===== src/design/masked_byte_pattern_search_assert.svh =====
// Assertion macros for the masked byte pattern search block.
// Included by the modules that check their own logic; uses their clk and rst_n.
`ifndef MASKED_BYTE_PATTERN_SEARCH_ASSERT_SVH
`define MASKED_BYTE_PATTERN_SEARCH_ASSERT_SVH

`ifndef ASSERT_OFF
// Same-cycle implication, checked out of reset.
`define ASSERT_IMPLY(lbl, ante, cons, msg) \
  lbl: assert property (@(posedge clk) disable iff (!rst_n) (ante) |-> (cons)) \
    else $error(msg);
// Next-cycle implication, checked out of reset.
`define ASSERT_NEXT(lbl, ante, cons, msg) \
  lbl: assert property (@(posedge clk) disable iff (!rst_n) (ante) |=> (cons)) \
    else $error(msg);
`else
`define ASSERT_IMPLY(lbl, ante, cons, msg)
`define ASSERT_NEXT(lbl, ante, cons, msg)
`endif

`endif


===== src/design/mbps_pkg.sv =====
// Shared types and constants for the masked byte pattern search block.
// No dependencies.
package mbps_pkg;

  localparam int CFG_INDEX_W       = 3;
  localparam int CFG_DATA_W        = 64;
  localparam int PATTERN_REG_BYTES = 16;
  localparam int LENGTH_W          = 5;
  localparam int QUEUE_DEPTH       = 2;

  localparam logic [CFG_INDEX_W-1:0] REG_PATTERN_LOW    = 3'd0;
  localparam logic [CFG_INDEX_W-1:0] REG_PATTERN_HIGH   = 3'd1;
  localparam logic [CFG_INDEX_W-1:0] REG_CARE_MASK      = 3'd2;
  localparam logic [CFG_INDEX_W-1:0] REG_PATTERN_LENGTH = 3'd3;
  localparam logic [CFG_INDEX_W-1:0] REG_BASE_ADDRESS   = 3'd4;

  // Pattern settings seen by the compare front end.
  typedef struct packed {
    logic [8*PATTERN_REG_BYTES-1:0] pattern;        // byte j in bits 8j+7:8j
    logic [PATTERN_REG_BYTES-1:0]   care_mask;
    logic [LENGTH_W-1:0]            pattern_length;
  } match_cfg_t;

endpackage


===== src/design/mbps_front.sv =====
// Front end: byte window, masked parallel compare, stream position tracking.
// Depends on mbps_pkg and masked_byte_pattern_search_assert.svh.
`include "masked_byte_pattern_search_assert.svh"

module mbps_front
  import mbps_pkg::*;
#(
  parameter int PATTERN_BYTES = 16,
  parameter int ADDRESS_WIDTH = 48
) (
  input  logic                     clk,
  input  logic                     rst_n,
  input  match_cfg_t               cfg,
  input  logic                     accept,
  input  logic [7:0]               data_byte,
  input  logic                     last_byte,
  output logic                     emit,
  output logic                     found,
  output logic [ADDRESS_WIDTH-1:0] start
);

  localparam int LEN_W = $clog2(PATTERN_BYTES + 1);

  logic [7:0]               window_r   [PATTERN_BYTES];
  logic [7:0]               window_nxt [PATTERN_BYTES];
  logic [7:0]               exp_byte   [PATTERN_BYTES];
  logic [PATTERN_BYTES-1:0] exp_care;
  logic [LEN_W-1:0]         fill_r, fill_nxt;
  logic [LEN_W-1:0]         len;
  logic [ADDRESS_WIDTH-1:0] pos_r;
  logic                     reported_r;
  logic                     all_ok;

  // Slot 0 takes the new byte; older bytes move up one slot.
  always_comb begin
    window_nxt[0] = data_byte;
    for (int k = 1; k < PATTERN_BYTES; k++) begin
      window_nxt[k] = window_r[k-1];
    end
  end

  // Clamp the programmed length into 1..PATTERN_BYTES.
  always_comb begin
    if (cfg.pattern_length == '0) begin
      len = LEN_W'(1);
    end else if (int'(cfg.pattern_length) > PATTERN_BYTES) begin
      len = LEN_W'(PATTERN_BYTES);
    end else begin
      len = LEN_W'(cfg.pattern_length);
    end
  end

  // Align the pattern to the window: slot k faces pattern byte len-1-k.
  always_comb begin
    int         j;
    logic [3:0] jsel;
    for (int k = 0; k < PATTERN_BYTES; k++) begin
      j           = int'(len) - 1 - k;
      jsel        = j[3:0];
      exp_byte[k] = cfg.pattern[{jsel, 3'b000} +: 8];
      exp_care[k] = (j >= 0) && (j < PATTERN_REG_BYTES) && cfg.care_mask[jsel];
    end
  end

  always_comb begin
    all_ok = 1'b1;
    for (int k = 0; k < PATTERN_BYTES; k++) begin
      if (exp_care[k] && (exp_byte[k] != window_nxt[k])) begin
        all_ok = 1'b0;
      end
    end
  end

  assign fill_nxt = (fill_r == LEN_W'(PATTERN_BYTES)) ? fill_r : fill_r + LEN_W'(1);
  assign found    = !reported_r && (fill_nxt >= len) && all_ok;
  assign emit     = accept && (found || (last_byte && !reported_r));
  assign start    = pos_r + ADDRESS_WIDTH'(1) - ADDRESS_WIDTH'(len);

  always_ff @(posedge clk) begin
    if (!rst_n) begin
      fill_r     <= '0;
      pos_r      <= '0;
      reported_r <= 1'b0;
    end else if (accept) begin
      if (last_byte) begin
        fill_r     <= '0;
        pos_r      <= '0;
        reported_r <= 1'b0;
      end else begin
        fill_r     <= fill_nxt;
        pos_r      <= pos_r + ADDRESS_WIDTH'(1);
        reported_r <= reported_r || found;
      end
    end
  end

  // Stale window slots are masked by the fill count.
  always_ff @(posedge clk) begin
    if (accept) begin
      window_r <= window_nxt;
    end
  end

  `ASSERT_NEXT(a_report_sticks, accept && found && !last_byte, reported_r,
               "match not recorded after found")
  `ASSERT_NEXT(a_last_clears, accept && last_byte, (fill_r == '0) && !reported_r,
               "stream state not cleared after last byte")
  `ASSERT_IMPLY(a_found_full_window, found, fill_nxt >= len,
                "found with window shorter than pattern")

endmodule


===== src/design/mbps_queue.sv =====
// Short request queue between the compare front end and the result back end.
// Depends on mbps_pkg and masked_byte_pattern_search_assert.svh.
`include "masked_byte_pattern_search_assert.svh"

module mbps_queue
  import mbps_pkg::*;
#(
  parameter int WIDTH = 49
) (
  input  logic             clk,
  input  logic             rst_n,
  input  logic             push,
  input  logic [WIDTH-1:0] push_data,
  input  logic             pop,
  output logic             full,
  output logic             valid,
  output logic [WIDTH-1:0] pop_data
);

  localparam int PTR_W = (QUEUE_DEPTH > 1) ? $clog2(QUEUE_DEPTH) : 1;
  localparam int CNT_W = $clog2(QUEUE_DEPTH + 1);

  logic [WIDTH-1:0] slot_r [QUEUE_DEPTH];
  logic [PTR_W-1:0] wr_ptr_r, rd_ptr_r;
  logic [CNT_W-1:0] count_r;

  assign full     = (count_r == CNT_W'(QUEUE_DEPTH));
  assign valid    = (count_r != '0);
  assign pop_data = slot_r[rd_ptr_r];

  always_ff @(posedge clk) begin
    if (!rst_n) begin
      wr_ptr_r <= '0;
      rd_ptr_r <= '0;
      count_r  <= '0;
    end else begin
      if (push) begin
        wr_ptr_r <= (wr_ptr_r == PTR_W'(QUEUE_DEPTH - 1)) ? '0 : wr_ptr_r + PTR_W'(1);
      end
      if (pop) begin
        rd_ptr_r <= (rd_ptr_r == PTR_W'(QUEUE_DEPTH - 1)) ? '0 : rd_ptr_r + PTR_W'(1);
      end
      if (push && !pop) begin
        count_r <= count_r + CNT_W'(1);
      end else if (pop && !push) begin
        count_r <= count_r - CNT_W'(1);
      end
    end
  end

  always_ff @(posedge clk) begin
    if (push) begin
      slot_r[wr_ptr_r] <= push_data;
    end
  end

  `ASSERT_IMPLY(a_no_overflow, push, !full, "push into full queue")
  `ASSERT_IMPLY(a_no_underflow, pop, valid, "pop from empty queue")
  `ASSERT_NEXT(a_count_tracks, push && !pop, count_r != '0, "count lost a push")

endmodule


===== src/design/mbps_back.sv =====
// Back end: forms the result address and holds the result for the receiver.
// Depends on mbps_pkg.
module mbps_back
  import mbps_pkg::*;
#(
  parameter int ADDRESS_WIDTH = 48
) (
  input  logic                     clk,
  input  logic                     rst_n,
  input  logic [ADDRESS_WIDTH-1:0] base_address,
  input  logic                     q_valid,
  input  logic                     q_found,
  input  logic [ADDRESS_WIDTH-1:0] q_start,
  output logic                     q_pop,
  output logic                     out_valid,
  input  logic                     out_ready,
  output logic                     out_match_found,
  output logic [ADDRESS_WIDTH-1:0] out_match_address
);

  logic                     valid_r;
  logic                     found_r;
  logic [ADDRESS_WIDTH-1:0] address_r, address_nxt;

  assign q_pop       = q_valid && (!valid_r || out_ready);
  assign address_nxt = q_found ? base_address + q_start : '0;

  always_ff @(posedge clk) begin
    if (!rst_n) begin
      valid_r <= 1'b0;
    end else if (q_pop) begin
      valid_r <= 1'b1;
    end else if (out_ready) begin
      valid_r <= 1'b0;
    end
  end

  always_ff @(posedge clk) begin
    if (q_pop) begin
      found_r   <= q_found;
      address_r <= address_nxt;
    end
  end

  assign out_valid         = valid_r;
  assign out_match_found   = found_r;
  assign out_match_address = address_r;

endmodule


===== src/design/masked_byte_pattern_search.sv =====
// Top level of the masked byte pattern search block: config registers and wiring.
// Depends on mbps_pkg, mbps_front, mbps_queue and mbps_back.
//
// Usage: program the pattern through the cfg_ write port (pattern_low, pattern_high,
// care_mask, pattern_length, base_address at indexes 0..4), then stream bytes on the
// in_ channel with in_last_byte on the final byte of each stream. Each stream gives one
// result request on the out_ channel: found with base_address plus the match start on
// the first masked match, or not found at the end of a stream without a match.
// Throughput: one byte per cycle while in_ready is high; the masked compare of every
// window slot against the aligned pattern is done in the cycle the byte is taken. A result
// request passes through the queue and then the output register before it appears on
// out_valid.
// Stall: while the receiver holds out_ready low, result requests collect in a
// two-entry queue; bytes keep flowing until the queue is full, then in_ready drops.
// Reset (synchronous, rst_n low): clear the config registers (length 1), the stream
// position, fill count, match flag, queue and out_valid; no clearing pass is needed.
module masked_byte_pattern_search
  import mbps_pkg::*;
#(
  parameter int PATTERN_BYTES = 16,
  parameter int ADDRESS_WIDTH = 48
) (
  input  logic                     clk,
  input  logic                     rst_n,
  // configuration write port
  input  logic                     cfg_wr_en,
  input  logic [CFG_INDEX_W-1:0]   cfg_index,
  input  logic [CFG_DATA_W-1:0]    cfg_data,
  // byte stream
  input  logic                     in_valid,
  output logic                     in_ready,
  input  logic [7:0]               in_data_byte,
  input  logic                     in_last_byte,
  // result requests
  output logic                     out_valid,
  input  logic                     out_ready,
  output logic                     out_match_found,
  output logic [ADDRESS_WIDTH-1:0] out_match_address
);

  localparam int Q_WIDTH = ADDRESS_WIDTH + 1;

  match_cfg_t               match_cfg_r;
  logic [ADDRESS_WIDTH-1:0] base_address_r;

  logic                     accept;
  logic                     emit;
  logic                     found;
  logic [ADDRESS_WIDTH-1:0] start;
  logic                     q_full;
  logic                     q_valid;
  logic                     q_pop;
  logic [Q_WIDTH-1:0]       q_data;

  // Register writes; indexes past the list are dropped.
  always_ff @(posedge clk) begin
    if (!rst_n) begin
      match_cfg_r.pattern        <= '0;
      match_cfg_r.care_mask      <= '0;
      match_cfg_r.pattern_length <= LENGTH_W'(1);
      base_address_r             <= '0;
    end else if (cfg_wr_en) begin
      case (cfg_index)
        REG_PATTERN_LOW:    match_cfg_r.pattern[63:0]   <= cfg_data;
        REG_PATTERN_HIGH:   match_cfg_r.pattern[127:64] <= cfg_data;
        REG_CARE_MASK:      match_cfg_r.care_mask       <= cfg_data[PATTERN_REG_BYTES-1:0];
        REG_PATTERN_LENGTH: match_cfg_r.pattern_length  <= cfg_data[LENGTH_W-1:0];
        REG_BASE_ADDRESS:   base_address_r              <= cfg_data[ADDRESS_WIDTH-1:0];
        default: ;
      endcase
    end
  end

  // Take a byte whenever the queue has room for the request it may cause.
  assign in_ready = !q_full;
  assign accept   = in_valid && in_ready;

  mbps_front #(
    .PATTERN_BYTES (PATTERN_BYTES),
    .ADDRESS_WIDTH (ADDRESS_WIDTH)
  ) u_front (
    .clk       (clk),
    .rst_n     (rst_n),
    .cfg       (match_cfg_r),
    .accept    (accept),
    .data_byte (in_data_byte),
    .last_byte (in_last_byte),
    .emit      (emit),
    .found     (found),
    .start     (start)
  );

  // Only bytes that produce a result push a request.
  mbps_queue #(
    .WIDTH (Q_WIDTH)
  ) u_queue (
    .clk       (clk),
    .rst_n     (rst_n),
    .push      (emit),
    .push_data ({found, start}),
    .pop       (q_pop),
    .full      (q_full),
    .valid     (q_valid),
    .pop_data  (q_data)
  );

  mbps_back #(
    .ADDRESS_WIDTH (ADDRESS_WIDTH)
  ) u_back (
    .clk               (clk),
    .rst_n             (rst_n),
    .base_address      (base_address_r),
    .q_valid           (q_valid),
    .q_found           (q_data[Q_WIDTH-1]),
    .q_start           (q_data[ADDRESS_WIDTH-1:0]),
    .q_pop             (q_pop),
    .out_valid         (out_valid),
    .out_ready         (out_ready),
    .out_match_found   (out_match_found),
    .out_match_address (out_match_address)
  );

endmodule


===== config.mk =====
export PLATFORM = sky130hd
export DESIGN_NAME = masked_byte_pattern_search
export DESIGN_NICKNAME = d
export VERILOG_FILES = /design/src/design/mbps_pkg.sv /design/src/design/mbps_front.sv /design/src/design/mbps_queue.sv /design/src/design/mbps_back.sv /design/src/design/masked_byte_pattern_search.sv
export VERILOG_INCLUDE_DIRS = /design/src /design/src/design
export SDC_FILE = /design/constraint.sdc
export NUM_CORES = 1
export LEC_CHECK = 0
export ABC_AREA = 1
export BUFFER_PORTS_ARGS = -buffer_cell sky130_fd_sc_hd__buf_4
export CAP_MARGIN = 20
export CORE_MARGIN = 8
export CORE_UTILIZATION = 42
export CTS_BUF_LIST = sky130_fd_sc_hd__clkbuf_8
export DETAILED_ROUTE_END_ITERATION = 16
export PLACE_DENSITY = 0.57
export SYNTH_ARGS = -nofsm -noshare
export SYNTH_HDL_FRONTEND = slang
export SYNTH_SLANG_ARGS = --single-unit

===== constraint.sdc =====
create_clock -name clk -period 7.8 [get_ports clk]
set_input_delay 1.17 -clock clk [delete_from_list [all_inputs] [get_ports clk]]
set_output_delay 1.17 -clock clk [all_outputs]
set_load 0.02 [all_outputs]

* Yosys cells after proc, flatten, opt, wreduce, memory -nomap -nowiden
Memory sizes are Yosys's and may differ from the RTL's. A register that Yosys moved wholly into a read port is not among the register bits. Index checks and enable logic that the tools add are counted.
Storage, ports and cells: register bits 425, memories 1, bits in latches 0, RAM bits 98, bits in read-only memories 0, input bits 81, word-level logic and storage cells 280, output and inout port bits 51
Memories:
- u_queue.slot_r | words 2, bits a word 49, rd ports 1, clocked after Yosys merged registers in 1, wr ports 1, RTL line mbps_queue.sv:23 | logic [WIDTH-1:0] slot_r [QUEUE_DEPTH];
Operators by class: multiplexer cells 64, add/subtract/negate cells 24, divide/modulo/power cells 0, multipliers 0, shift-type cells 16, equal/unequal tests 22, order comparisons 50, reductions and logical operators 74, bitwise logic cells 0
Operator list (number):
- indexed part select 128 x 8 -> 8 bit | 16
- >= comparator 32 x 1 -> 1 bit, second input constant | 16
- < comparator 32 x 6 -> 1 bit, second input constant | 16
- subtractor 32 x 5 -> 32 bit, second input constant | 8
- inequality test 8 bit | 16
- subtractor 32 x 4 -> 32 bit, second input constant | 4
- < comparator 4 x 5 -> 1 bit, second input constant | 16
- binary-select mux 1 bit (select 4 bit) | 16
- subtractor 32 x 3 -> 32 bit, second input constant | 2
- logical AND 1 bit | 56
- adder 48 x 1 -> 48 bit, second input constant | 1
- adder 48 bit | 1
- 2-to-1 mux 48 bit | 1
- subtractor 48 x 5 -> 48 bit | 1
- 2-to-1 mux 1 bit | 41
- subtractor 32 x 2 -> 32 bit, second input constant | 1
- 2-to-1 mux 5 bit | 4
- AND reduction 2 bit | 5
- == test 3 x 2 -> 1 bit, second input constant | 2
- nonzero test 2 bit | 3
- subtractor 5 x 1 -> 6 bit, second input constant | 1
- adder 5 x 1 -> 5 bit, second input constant | 1
- == test 5 bit, second input constant | 1
- >= comparator 5 bit | 1
- 12 further kinds | 20

* Depth between registers and ports, before layout
Gate-level depths: netlist of run 1.
word-level depth 31, depth in mapped cells 40, depth with buffers taken out 36

* Cells and area by module
From an unflattened synthesis of run 1, not the netlist that was laid out.
Unflattened totals: cell total of the unflattened synthesis 5649, area total of the unflattened synthesis 37129.4 µm²
By module, submodules not included:
- mbps_front | area an instance 19481.2 µm², cells each 3312, sequential area each 4684.5 µm², instances 1
- masked_byte_pattern_search | area an instance 7925.1 µm², cells each 1152, sequential area each 3943.8 µm², instances 1
- mbps_back | area an instance 5914.4 µm², cells each 998, sequential area each 1491.4 µm², instances 1
- mbps_queue | area an instance 3808.7 µm², cells each 187, sequential area each 3042.9 µm², instances 1

* Worst setup path before layout of run 1
Ideal clock, no wire load.
path type register to register, start register match_cfg_r[3] (netlist bit), end memory u_queue.slot_r[0][0], enable pin, required time 7328 ps, clock period less this slack 8352 ps, slack -552 ps, cell stages (with the launch flop) 26, path buffers 2, arrival time 7880 ps, library setup time 472 ps, cells stage by stage dfxtp_1 nor2_1 nand2_2 nand2_2 nand2_2 buf_2 buf_2 ha_1 nand2_1 inv_1 o21ai_0 ha_1 nand2_1 ha_1 nor3_1 nand3_1 nor2_1 o211ai_1 a211oi_1 nand2_1 nand2_1 nor2_1 nand2_1 nor2_1 nand3_2 a21oi_1
On the way: cells in the longest elaborated chain, start to end 29, elaborated cells on any way between the ends 187, those cells by class 16 x add/sub; 34 x order compare; 16 x eq/ne; 16 x shift; 52 x mux; 53 x reduce/logical
Ends and longest elaborated chain:
- start: declaration | RTL line masked_byte_pattern_search.sv:43 | match_cfg_t match_cfg_r;
- greater-than comparator 5 bit | RTL line mbps_front.sv:46 | end else if (int'(cfg.pattern_length) > PATTERN_BYTES) begin
- 2-to-1 mux 5 bit | RTL line mbps_front.sv:46
- 2-to-1 mux 5 bit (*) | RTL line mbps_front.sv:44 | if (cfg.pattern_length == '0) begin
- branches (longest 21 deep; another with subtractor 32 x 2 -> 32 bit)
- logical AND 1 bit (*) | RTL line mbps_front.sv:75 | assign found = !reported_r && (fill_nxt >= len) && all_ok;
- logical OR 1 bit (*) | RTL line mbps_front.sv:76 | assign emit = accept && (found || (last_byte && !reported_r));
- logical AND 1 bit (*) | RTL line mbps_front.sv:76
- 2-to-1 mux 1 bit (*) | RTL line mbps_queue.sv:52 | if (push) begin
- 2-to-1 mux 1 bit (not written as such) (*) | RTL line mbps_queue.sv:53 | slot_r[wr_ptr_r] <= push_data;
- end: declaration | RTL line mbps_queue.sv:23
Every way passes the cells marked *. The select of a mux whose other input is x is not followed.

* Worst setup path after layout of run 1
start register match_cfg_r[3] (netlist bit), end register u_queue.count_r[1]
On the way: cells in the longest elaborated chain, start to end 30, elaborated cells on any way between the ends 190, those cells by class 16 x add/sub; 34 x order compare; 16 x eq/ne; 16 x shift; 51 x mux; 57 x reduce/logical
Ends and longest elaborated chain:
- greater-than comparator 5 bit | RTL line mbps_front.sv:46
- 2-to-1 mux 5 bit | RTL line mbps_front.sv:46
- 2-to-1 mux 5 bit (*) | RTL line mbps_front.sv:44
- branches (longest 21 deep; another with subtractor 32 x 2 -> 32 bit)
- logical AND 1 bit (*) | RTL line mbps_front.sv:75
- logical OR 1 bit (*) | RTL line mbps_front.sv:76
- logical AND 1 bit (*) | RTL line mbps_front.sv:76
- net emit | RTL line masked_byte_pattern_search.sv:47 | logic emit;
- logical NOT 1 bit | RTL line mbps_queue.sv:45 | end else if (pop && !push) begin
- logical AND 1 bit | RTL line mbps_queue.sv:45
- nonzero test 2 bit (no source line)
- end signal: assignment | RTL line mbps_queue.sv:44 | count_r <= count_r + CNT_W'(1);
- end signal: assignment | RTL line mbps_queue.sv:46 | count_r <= count_r - CNT_W'(1);
- end: declaration | RTL line mbps_queue.sv:25 | logic [CNT_W-1:0] count_r;
Mark *: on every way through the listed nets, which the timed path passes. The select of a mux whose other input is x is not followed. A chain may end at the register's enable or synchronous reset.

==> summary.txt, run 1 <==
Placer Congestion: 0.995
Die W: 307 um
hold-critical path endpoint: u_front.window_nxt[98]$_DFFE_PP_
Via density: 5.63
Place WS: 1.13 ns
slowest CP cell: nor4_1
CTS tree: done
CTS sink cnt: 524
Syn Std Cell Area: 35500 um^2
num ports: 132
Worst-Margin Slew: 0.987 ns
Buffers & Inverters on Critical Path: 4
Starting DRT DRC Count: 4474
Avg Cell Area, Syn: 7.07 um^2
die height: 307 um
Distinct cells, synth: 58
Max clock buf depth: 3
CP arrival: 7.40 ns
Final Setup Violations: 0
crit-path max FO: 44
asr flop ratio synth: 0%
Largest delay share family, worst path: simple AND/OR/NAND/NOR gates
drt first pass iters: 6
outcome: complete, no violations
vias in the first global route: 32.1k
cell taking the most area after synthesis: edfxtp_1
most common cell after layout, fill and taps aside: nand2_1
crit path capture type: flip-flop
Worst Skew: 0.0717 ns
PD cells: 257 nW/um^2
share of cells above drive strength 1: 8.87%
startpoint of the worst hold path: u_front.window_nxt[106]$_DFFE_PP_
Critical Path RT: 8.41 ns
register bit total from synthesis: 524
Antenna Nets Post-Route: 0
Layout fillers: 8573
Hold Fails Final Rpt: 0
final wirelength: 137000 um
hold path depth: 0
MaxCap Viol Count: 0
reg2reg end: u_queue.count_r[1]$_SDFFE_PN0P_
Core ar.: 83700 um^2
clk_lat worst skew: 0.77 ns
fmax: 147 MHz
first-pass GRT wire length: 204000 um
Worst-path clk slew: 0.07 ns
remaining global-route overflow: 0
post-DR wirelength/cell: 21.9 um
P_leak: 17.6 nW
HPWL reported at the end of detailed placement: 102000 um
RSZ-0062 raised after global routing: no
setup TNS: 0 ns
Vias: 35.4k
initial antenna violation count: 7
fin nets: 5307
full die area: 94100 um^2
Worst Hold Class: flip-flop to flip-flop
synthesized instance count: 5021
flop-to-flop setup slack: 1.01 ns
Seq/Total Area, Yosys: 37.1%
Synth Flop Type: edfxtp_1
Max Slew Vio Count: 0
Synth top area share: 22.6%
gr usage total: 28.2%
setup bufs post-CTS: 0
Seq. cell area: 13200 um^2
cts repair resizes: 0
CP Launch Type: flip-flop
VDD IR max: 0.157 mV
Buffers on Ports: 131
Tmin final: 6.79 ns
Num CTS Buffers: 96
top post-synthesis cells by area: edfxtp_1 23%, dfxtp_1 14%, nand2_1 14%
Critical Path Max Stage Delay: 0.74 ns
Rows: 106
FF-to-FF Start: match_cfg_r[3]$_SDFFE_PN0P_
CTS root buf: clkbuf_8
Final WS setup: 1.01 ns
Syn-to-layout area delta: 10.8%
largest net degree at the start of global routing: 178
fin crit share: 87.0%
Post-route DRC: 0
critical path class: flip-flop to flip-flop
post-synth net total: 5258
EDFF count, synth: 267
Slew HR: 34.1%
hold buffers post-CTS: 0
YS warnings: 0
cell repeated most along the worst path: ha_1
Reg2Reg Depth: 31
Multi-input gate area: 19700 um^2
Initial Util: 42.4%
most frequent cells in the layout: 1368 x nand2_1, 799 x nand3_1, 471 x inv_1, 352 x nor2_1, 340 x o21ai_0
htree depth: 3
## synth_stat cells, types with 46 or more instances
library cell  count
inv_1           430
ha_1            154
nor2_1          353
mux2_2           46
edfxtp_1        267
xor2_1           89
dfxtp_1         257
nor3_1           46
a21oi_1         291
clkbuf_1        128
nand3_1         799
o21ai_0         341
nand3b_1         58
nand2_1        1368
## cells by family (layout without fill, tap and decap cells)
logic type / after synthesis / after routing / share of synthesized area [%]
AO/OA/AOI/OAI: 726 / 726 / 10.8
XOR/XNOR: 120 / 120 / 3.05
adder cells (fa/ha/maj): 156 / 156 / 5.54
buffers and inverters: 677 / 807 / 7.71
flip-flops: 524 / 524 / 37.1
multiplexers: 51 / 51 / 1.60
other: 0 / 3 / 0
AND/OR/NAND/NOR: 2767 / 2767 / 34.2
## worst max path at each step
stage | startpoint | end | slack (ns) | depth (start not counted)
2_1_floorplan | match_cfg_r[3]$_SDFFE_PN0P_ | u_queue.slot_r[1][0]$_DFFE_PP_ | 0.40 | 25
3_3_place_gp | match_cfg_r[3]$_SDFFE_PN0P_ | u_queue.count_r[1]$_SDFFE_PN0P_ | 1.23 | 31
3_5_place_dp | match_cfg_r[3]$_SDFFE_PN0P_ | u_queue.count_r[1]$_SDFFE_PN0P_ | 1.13 | 31
4_1_cts | match_cfg_r[3]$_SDFFE_PN0P_ | u_queue.count_r[1]$_SDFFE_PN0P_ | 1.10 | 31
5_1_grt | match_cfg_r[3]$_SDFFE_PN0P_ | u_queue.count_r[1]$_SDFFE_PN0P_ | 0.64 | 31
6_report | match_cfg_r[3]$_SDFFE_PN0P_ | u_queue.count_r[1]$_SDFFE_PN0P_ | 1.01 | 31
## routing by layer
layer  share of wire [%]  GRT usage (%)
met1                  45           41.1
met4                 4.3           11.9
met3                 9.2           4.98
met5              0.0095              0
met2                  41           40.9
## power by group
part	switching (W)	internal [W]
clock	0.00127	0.00149
combinational	0.00243	0.00115
sequential	0.000231	0.00352
total	0.00393	0.00616
## registers in the layout, summed over array words and instances, names as in the netlist, 2 cells and up, named ones only
| register | count |
|---|---|
| match_cfg_r | 149 |
| u_queue.slot_r | 98 |
| base_address_r | 48 |
| u_front.window_nxt | 120 |
| u_front.pos_r | 48 |
| u_back.out_match_address | 48 |
| u_front.fill_r | 5 |
| u_queue.count_r | 2 |
## final cells by class
cell class	count	share of cell area, %
Clock buffer	116	4.06
Inverter	449	4.32
Timing Repair Buffer	179	3.51
Sequential cell	524	33.5
Clock inverter	63	1.02
Antenna cell	3	0.0191
Multi-Input combinational cell	3820	50.0
Tap cell	1134	3.61
## stage by stage
stage	cell area (um^2)	utilization (%)	hold WS [ns]	std cells	power, W
after detailed placement	37300	44.6	0.437	6106	0.00733
final	39300	47.0	0.448	6288	0.0101
after CTS	39300	47.0	0.449	6285	0.0101
after global placement	37300	44.6	0.429	6105	0.00731
after global routing	39300	47.0	0.456	6287	0.0107
after floorplan	35500	-	0.426	5021	0.00608
Power figures use the tool's default switching activity.
==> run 2: changes to the inputs <==
--- a/config.mk
+++ b/config.mk
@@ -14,6 +14,7 @@
 export CTS_BUF_LIST = sky130_fd_sc_hd__clkbuf_8
 export DETAILED_ROUTE_END_ITERATION = 16
 export PLACE_DENSITY = 0.57
+export RECOVER_POWER = 50
 export SYNTH_ARGS = -nofsm -noshare
 export SYNTH_HDL_FRONTEND = slang
 export SYNTH_SLANG_ARGS = --single-unit
==> summary.txt, run 2 (synthesized netlist as in run 1, its figures left out) <==
Pint: 0.00606 W (was 0.00616 W)
Hold Fails Final Rpt: 0 (unchanged)
crit path capture type: flip-flop (unchanged)
P_leak: 17.3 nW (was 17.6 nW)
cell repeated most along the worst path: nand2_1 (was ha_1)
RSZ-0062 raised after global routing: no (unchanged)
Vias: 35.3k (was 35.4k)
crit-path max FO: 50 (was 44)
dpl cell area: 37300 um^2 (unchanged)
Switching Fraction: 39.3% (was 39.0%)
Final Setup Violations: 0 (unchanged)
Placer Congestion: 0.995 (unchanged)
Core ar.: 83700 um^2 (unchanged)
Max clock buf depth: 3 (unchanged)
Critical Path Max Stage Delay: 2.04 ns (was 0.74 ns)
setup TNS: 0 ns (unchanged)
vias in the first global route: 32.1k (unchanged)
CP Launch Type: flip-flop (unchanged)
full die area: 94100 um^2 (unchanged)
PD cells: 256 nW/um^2 (was 257 nW/um^2)
cts repair resizes: 0 (unchanged)
most common cell after layout, fill and taps aside: nand2_1 (unchanged)
critical path class: flip-flop to flip-flop (unchanged)
largest register by flop count: match_cfg_r (unchanged)
setup bufs post-CTS: 0 (unchanged)
Starting DRT DRC Count: 4368 (was 4474)
htree depth: 3 (unchanged)
CP arrival: 7.29 ns (was 7.40 ns)
failing checks: max-capacitance violations, max-slew violations
CP cell instances: nor2_1 > nand2_2 > a21oi_1 > clkbuf_1 > nand2_1 > nand3_1 > nand2_1 > nand2_1 > nand3_1 > nand2_1 > nand2_1 > nand2_1 > nand2_1 > nor2_1 > nand2_1 > nand2_1 > nand2_1 > nor2_1 > nand2_1 > nor2_1 > nand3_2 > a21oi_4 > buf_4
Comb pwr share: 34.8% (was 35.5%)
Max Slew Vio Count: 446 (was 0)
VDD IR max: 0.153 mV (was 0.157 mV)
initial antenna violation count: 9 (was 7)
Slew HR: -108% (was 34.1%)
Worst Hold Class: flip-flop to flip-flop (unchanged)
Num CTS Buffers: 96 (unchanged)
remaining global-route overflow: 0 (unchanged)
Syn-to-layout area delta: 10.0% (was 10.8%)
FF-to-FF Start: match_cfg_r[1]$_SDFFE_PN0P_ (was match_cfg_r[3]$_SDFFE_PN0P_)
num ports: 132 (unchanged)
Antenna Nets Post-Route: 0 (unchanged)
post-DR wirelength/cell: 21.9 um (about the same)
Buffers on Ports: 131 (unchanged)
share of total power in sequential cells: 37.6% (was 37.1%)
first-pass GRT wire length: 204000 um (unchanged)
clock share of power: 27.6% (was 27.4%)
max FFs per register: 149 (unchanged)
critical path startpoint: match_cfg_r[1]$_SDFFE_PN0P_ (was match_cfg_r[3]$_SDFFE_PN0P_)
CTS root buf: clkbuf_8 (unchanged)
final wirelength: 137000 um (about the same)
CTS sink cnt: 524 (unchanged)
outcome: finished with violations (was complete, no violations)
largest net degree at the start of global routing: 178 (unchanged)
Tmin final: 6.94 ns (was 6.79 ns)
share of cells above drive strength 1: 7.47% (was 8.87%)
MaxCap Viol Count: 10 (was 0)
Worst-path clk slew: 0.07 ns (about the same)
Die W: 307 um (unchanged)
hold buffers post-CTS: 0 (unchanged)
Post-route DRC: 0 (unchanged)
Pwr Total: 0.00998 W (was 0.0101 W)
Design Area, Final: 39100 um^2 (was 39300 um^2)
fmax: 144 MHz (was 147 MHz)
slowest CP cell: clkbuf_1 (was nor4_1)
most frequent cells in the layout: 1368 x nand2_1, 799 x nand3_1, 471 x inv_1, 352 x nor2_1, 340 x o21ai_0 (unchanged)
die height: 307 um (unchanged)
Worst-Margin Slew: 3.12 ns (was 0.987 ns)
switching power: 0.00393 W (about the same)
fin crit share: 88.9% (was 87.0%)
Worst Skew: 0.0686 ns (was 0.0717 ns)
Critical Path RT: 8.16 ns (was 8.41 ns)
clk_lat worst skew: 0.76 ns (was 0.77 ns)
Via density: 5.61 (was 5.63)
Layout fillers: 8635 (was 8573)
Core Util, Final: 46.7% (was 47.0%)
drt first pass iters: 7 (was 6)
startpoint of the worst hold path: u_front.window_nxt[10]$_DFFE_PP_ (was u_front.window_nxt[106]$_DFFE_PP_)
worst hold margin: 0.446 ns (was 0.448 ns)
Initial Util: 42.4% (unchanged)
gr usage total: 28.2% (unchanged)
fin nets: 5307 (unchanged)
Rows: 106 (unchanged)
HPWL reported at the end of detailed placement: 102000 um (unchanged)
CTS tree: done (unchanged)
## run 2: cell count changes in the layout (fill, tap and decap cells not counted), sizes merged
cell and change:
clkinv -2, buf -72, clkinvlp +2, clkbuf +72
## run 2: path summary, 6_finish.rpt
kind | to | slack, ns | depth (start not counted)
worst min-delay path | u_front.window_nxt[2]$_DFFE_PP_ | 0.45 | 0
worst min register to register | u_front.window_nxt[2]$_DFFE_PP_ | 0.45 | 0
worst max register to register | u_queue.slot_r[1][5]$_DFFE_PP_ | 0.86 | 23
worst max-delay path | u_queue.slot_r[1][5]$_DFFE_PP_ | 0.86 | 23
## run 2: area by class of cell
class	instances	area, um^2	share of cell area (%)
repair buffers	179	1120	2.86
flip-flops and latches	524	13200	33.7
well taps	1134	1420	3.63
clock buffers	116	1600	4.09
inverters	449	1700	4.35
clock inverters	63	403	1.03
diodes	3	7.51	0.0192
multi-input cells	3820	19600	50.3
## run 2: stage by stage
stage               setup WS, ns  std cells
finish                     0.864       6288
global route               0.558       6287
CTS                         1.10       6285
detailed placement          1.13       6106
global placement            1.23       6105
floorplan                  0.395       5021
## run 2: layer usage
layer,part of all wire (%),vias up,GRT usage (%)
met2,41,1602,40.9
met1,45,16400,41.1
met5,0.0095,-,0
li1,-,17000,-
met3,9.3,271,4.98
met4,4.3,2,11.9
## run 2: critical path, delay by kind of cell, from the launching register on
family / cells / cell delay (ns)
flip-flops: 1 / 0.34
AO/OA/AOI/OAI: 2 / 0.46
AND/OR/NAND/NOR: 19 / 2.90
buffers and inverters: 2 / 2.63
## run 2: power by group through the flow
stage / combinational, W / sequential (W) / clock (W)
4_1_cts: 0.00355 / 0.00374 / 0.00282
3_5_place_dp: 0.00353 / 0.00380 / 0
6_report: 0.00347 / 0.00375 / 0.00276
5_1_grt: 0.00384 / 0.00379 / 0.00294
2_1_floorplan: 0.00218 / 0.00390 / 0
3_3_place_gp: 0.00351 / 0.00379 / 0
